### config.mk
export PLATFORM = sky130hd
export DESIGN_NAME = sdpq_ram
export DESIGN_NICKNAME = d
export VERILOG_FILES = /design/src/hdl/sdpq_ram.sv
export SDC_FILE = /design/constraint.sdc
export NUM_CORES = 1
export LEC_CHECK = 0
export ABC_AREA = 1
export BUFFER_PORTS_ARGS = -buffer_cell sky130_fd_sc_hd__clkbuf_2
export CAP_MARGIN = 5
export CELL_PAD_IN_SITES_DETAIL_PLACEMENT = 1
export CELL_PAD_IN_SITES_GLOBAL_PLACEMENT = 2
export CORE_MARGIN = 2
export CORE_UTILIZATION = 44
export CTS_CLUSTER_DIAMETER = 200
export DETAILED_ROUTE_END_ITERATION = 8
export PLACE_DENSITY = 0.83
export SLEW_MARGIN = 5
export SYNTH_ARGS = -nofsm -noshare
export SYNTH_HDL_FRONTEND = slang
export SYNTH_SLANG_ARGS = --single-unit
### constraint.sdc
create_clock -name clk -period 2.9 [get_ports clk]
set_input_delay 0.58 -clock clk [delete_from_list [all_inputs] [get_ports clk]]
set_output_delay 0.58 -clock clk [all_outputs]
set_load 0.1 [all_outputs]
### src/hdl/sdpq_ram.sv
// ----------------------------------------------------------------------------
// sdpq_ram
// Simple dual-port RAM, one write and one registered read port.
// ----------------------------------------------------------------------------
module sdpq_ram #(
  parameter int WIDTH = 8,
  parameter int DEPTH = 64
) (
  input  logic                     clk,
  input  logic                     wr_en,
  input  logic [$clog2(DEPTH)-1:0] wr_addr,
  input  logic [WIDTH-1:0]         wr_data,
  input  logic                     rd_en,
  input  logic [$clog2(DEPTH)-1:0] rd_addr,
  output logic [WIDTH-1:0]         rd_data
);

  logic [WIDTH-1:0] mem [DEPTH];

  always_ff @(posedge clk) begin
    if (wr_en) begin
      mem[wr_addr] <= wr_data;
    end
    if (rd_en) begin
      rd_data <= mem[rd_addr];
    end
  end

endmodule

==> flow_summary.json <==
{
  "status": "finished clean",
  "maxSlewViolCount": 0,
  "critPathMaxFanout": 1,
  "place_area_sq_mm": 0.0226,
  "worstSetupPathType": "reg2out",
  "tns_ns": 0,
  "ant_nets": 0,
  "worst-r2r-cell-count": 8,
  "antenna_cells": 0,
  "worstPathCellList": "clkbuf_2",
  "max_stage_delay_ns": 0.51,
  "grt_pass1_vias": 14960,
  "wirelength_um": 61800,
  "tightest_slew_ns": 1.17,
  "yosys.area.top_type": "edfxtp_1",
  "crit_buf_inv": 1,
  "cts.sinks": 520,
  "rows": 80,
  "post-cts-setup-buffers": 0,
  "drive_gt1_share_pct": 11.5,
  "cts.repair.resized": 0,
  "ioPinCount": 31,
  "cts_tree": "yes",
  "min_path_cells": 1,
  "cp-start-kind": "flip-flop",
  "cts_made_buffers": 55,
  "dp_cells": 2454,
  "powerDensity_mw_per_mm2": 662,
  "rsz0062_at_grt": "false",
  "overflow": 0,
  "hold_violations": 0,
  "peakVddDrop_mv": 0.464,
  "gp_congestion": 0.805,
  "syn_avg_cell_area_sq_um": 11.9,
  "min_path_type": "in2reg",
  "ctsHoldBuffers": 0,
  "synth_seq_cells": 520,
  "cts_buffer_depth": 3,
  "dr.pass1.iters": 5,
  "crit_arrival_ns": 1.59,
  "track_usage_pct": 25.2,
  "leakage_nw": 8.88,
  "setup_viol": 0,
  "synthDistinctLibCells": 15,
  "clockRootBuffer": "clkbuf_16",
  "areaGrowthSynthToFinish_pct": 13.3,
  "ys_warn_count": 0,
  "netlist_area_sq_mm": 0.0214,
  "die_y_um": 225,
  "drtIter0Drc": 1314,
  "period_share_pct": 74.7,
  "clkLatencyLatePin_ns": 0.62,
  "fillers": 5012,
  "synth.top_cell.area_share_pct": 72.9,
  "crit_slowest_cell": "clkbuf_2",
  "cp_top_family": "buffers and inverters",
  "numPortBuffers": 30,
  "synthTopCellsByArea": "edfxtp_1 73%, nand2_1 11%, nand3_1 10%",
  "cap_violations": 0,
  "reg2reg_slack_ns": 1.40,
  "fin_nets": 1919,
  "core_region_area_sq_mm": 0.0478,
  "antenna_found_initial": 1,
  "min_period_ns": 2.17,
  "vias": 14308,
  "maxSlewHeadroom_pct": 22.1,
  "clock_tree.htree_level_count": 2,
  "initial_utilization_pct": 44.8,
  "syn_nets": 1828,
  "postLayoutCellArea_sq_mm": 0.0243,
  "cts.reportedPaths.clkPinSlew_ns": 0.06,
  "fmax_ghz": 0.462,
  "via_per_inst": 5.61,
  "grt_start_max_net_pins": 84,
  "dpl.hpwl_um": 38100,
  "cp_num_cells": 1,
  "drcViolationCount": 0,
  "fin_worst_skew_ns": 0.0258,
  "die_area_sq_mm": 0.0505,
  "wire_per_inst_um": 24.2,
  "die_x_um": 225,
  "worst_ep_required_time_ns": 2.32,
  "grt_pass1_wl_um": 93800,
  "final_cells": 2552,
  "end_kind": "output pin",
  "syn_inst": 1805,
  "yosysSeqAreaShare_pct": 72.9
}
## placed cells by master, fill, tap and decap left out
cell type / netlist / routed
nand2_1: 648 / 648
edfxtp_1: 520 / 520
nand3_1: 439 / 439
buf_4: 14 / 102
nor2_1: 56 / 56
clkbuf_16: 0 / 55
clkbuf_2: 0 / 28
buf_12: 0 / 16
clkinv_1: 0 / 15
clkinv_2: 0 / 10
clkbuf_1: 15 / 10
inv_1: 10 / 9
nand4_1: 9 / 9
nor4_1: 8 / 8
inv_6: 1 / 3
bufinv_16: 0 / 3
clkinvlp_4: 0 / 2
inv_8: 0 / 1
inv_4: 0 / 1
inv_2: 1 / 1
clkbuf_8: 0 / 1
## path summary, 6_finish.rpt
check / startpoint / endpoint
setup / recovery: rd_data[6] / rd_data[6]
hold / removal: rd_en / rd_data[7]
setup reg to reg: mem[55][1] / rd_data[1]
hold reg to reg: mem[40][6] / rd_data[6]
## state kept, by name (all words and copies together), names as in the netlist
register / flops
mem: 512
rd_data: 8
## metal layers
metal,part of all wire [%],GRT usage [%]
met3,5.5,4.44
met1,43,34.4
met2,48,40.8
met5,0.021,0
met4,3.2,8.65
## where the power goes
group / internal (mW) / leakage, nW / switching [mW]
combinational: 0.270 / 3.38 / 0.847
clock: 3.72 / 0.808 / 2.86
sequential: 8.34 / 4.69 / 0.0279
## through the flow
step                      utilization (%)  setup WS, ns  power (mW)  hold WS [ns]
after floorplan                         -         0.554        9.17         0.679
after global placement               47.3         0.374        9.62         0.881
after detailed placement             47.3         0.345        9.64         0.915
after CTS                            50.7         0.721        16.2         0.376
after global routing                 50.7         0.687        16.5         0.385
final                                50.7         0.735        16.1         0.416
## worst register-to-register path, cell delays in order (launching register included)
cell	delay [ns]
edfxtp_1	0.40
nand2_1	0.09
nand3_1	0.09
nand3_1	0.14
nand2_1	0.11
nand2_1	0.07
nand3_1	0.20
nand3_1	0.13
nand2_1	0.05
## area by class of cell
| type | instances | area [sq um] | area share, % |
|---|---|---|---|
| clock buffer | 65 | 1410 | 5.82 |
| clock inverter | 33 | 238 | 0.979 |
| inverter | 12 | 55.1 | 0.227 |
| multi-input combinational | 1160 | 4950 | 20.4 |
| sequential | 520 | 15600 | 64.3 |
| tap | 615 | 769 | 3.17 |
| timing repair buffer | 147 | 1240 | 5.11 |
## cell families (layout without fill, tap and decap cells)
logic type	Yosys count	count (layout)	synth area share [%]
AND/OR/NAND/NOR	1160	1160	23.1
buffers and inverters	125	257	4.01
flip-flops	520	520	72.9
## cells in the mapped netlist (all sizes together)
cell type,count
inv,12
nor2,56
edfxtp,520
nand3,439
nand2,648
buf,98
nand4,9
nor4,8
clkbuf,15
Note: power is estimated with default switching activity, not from simulation.
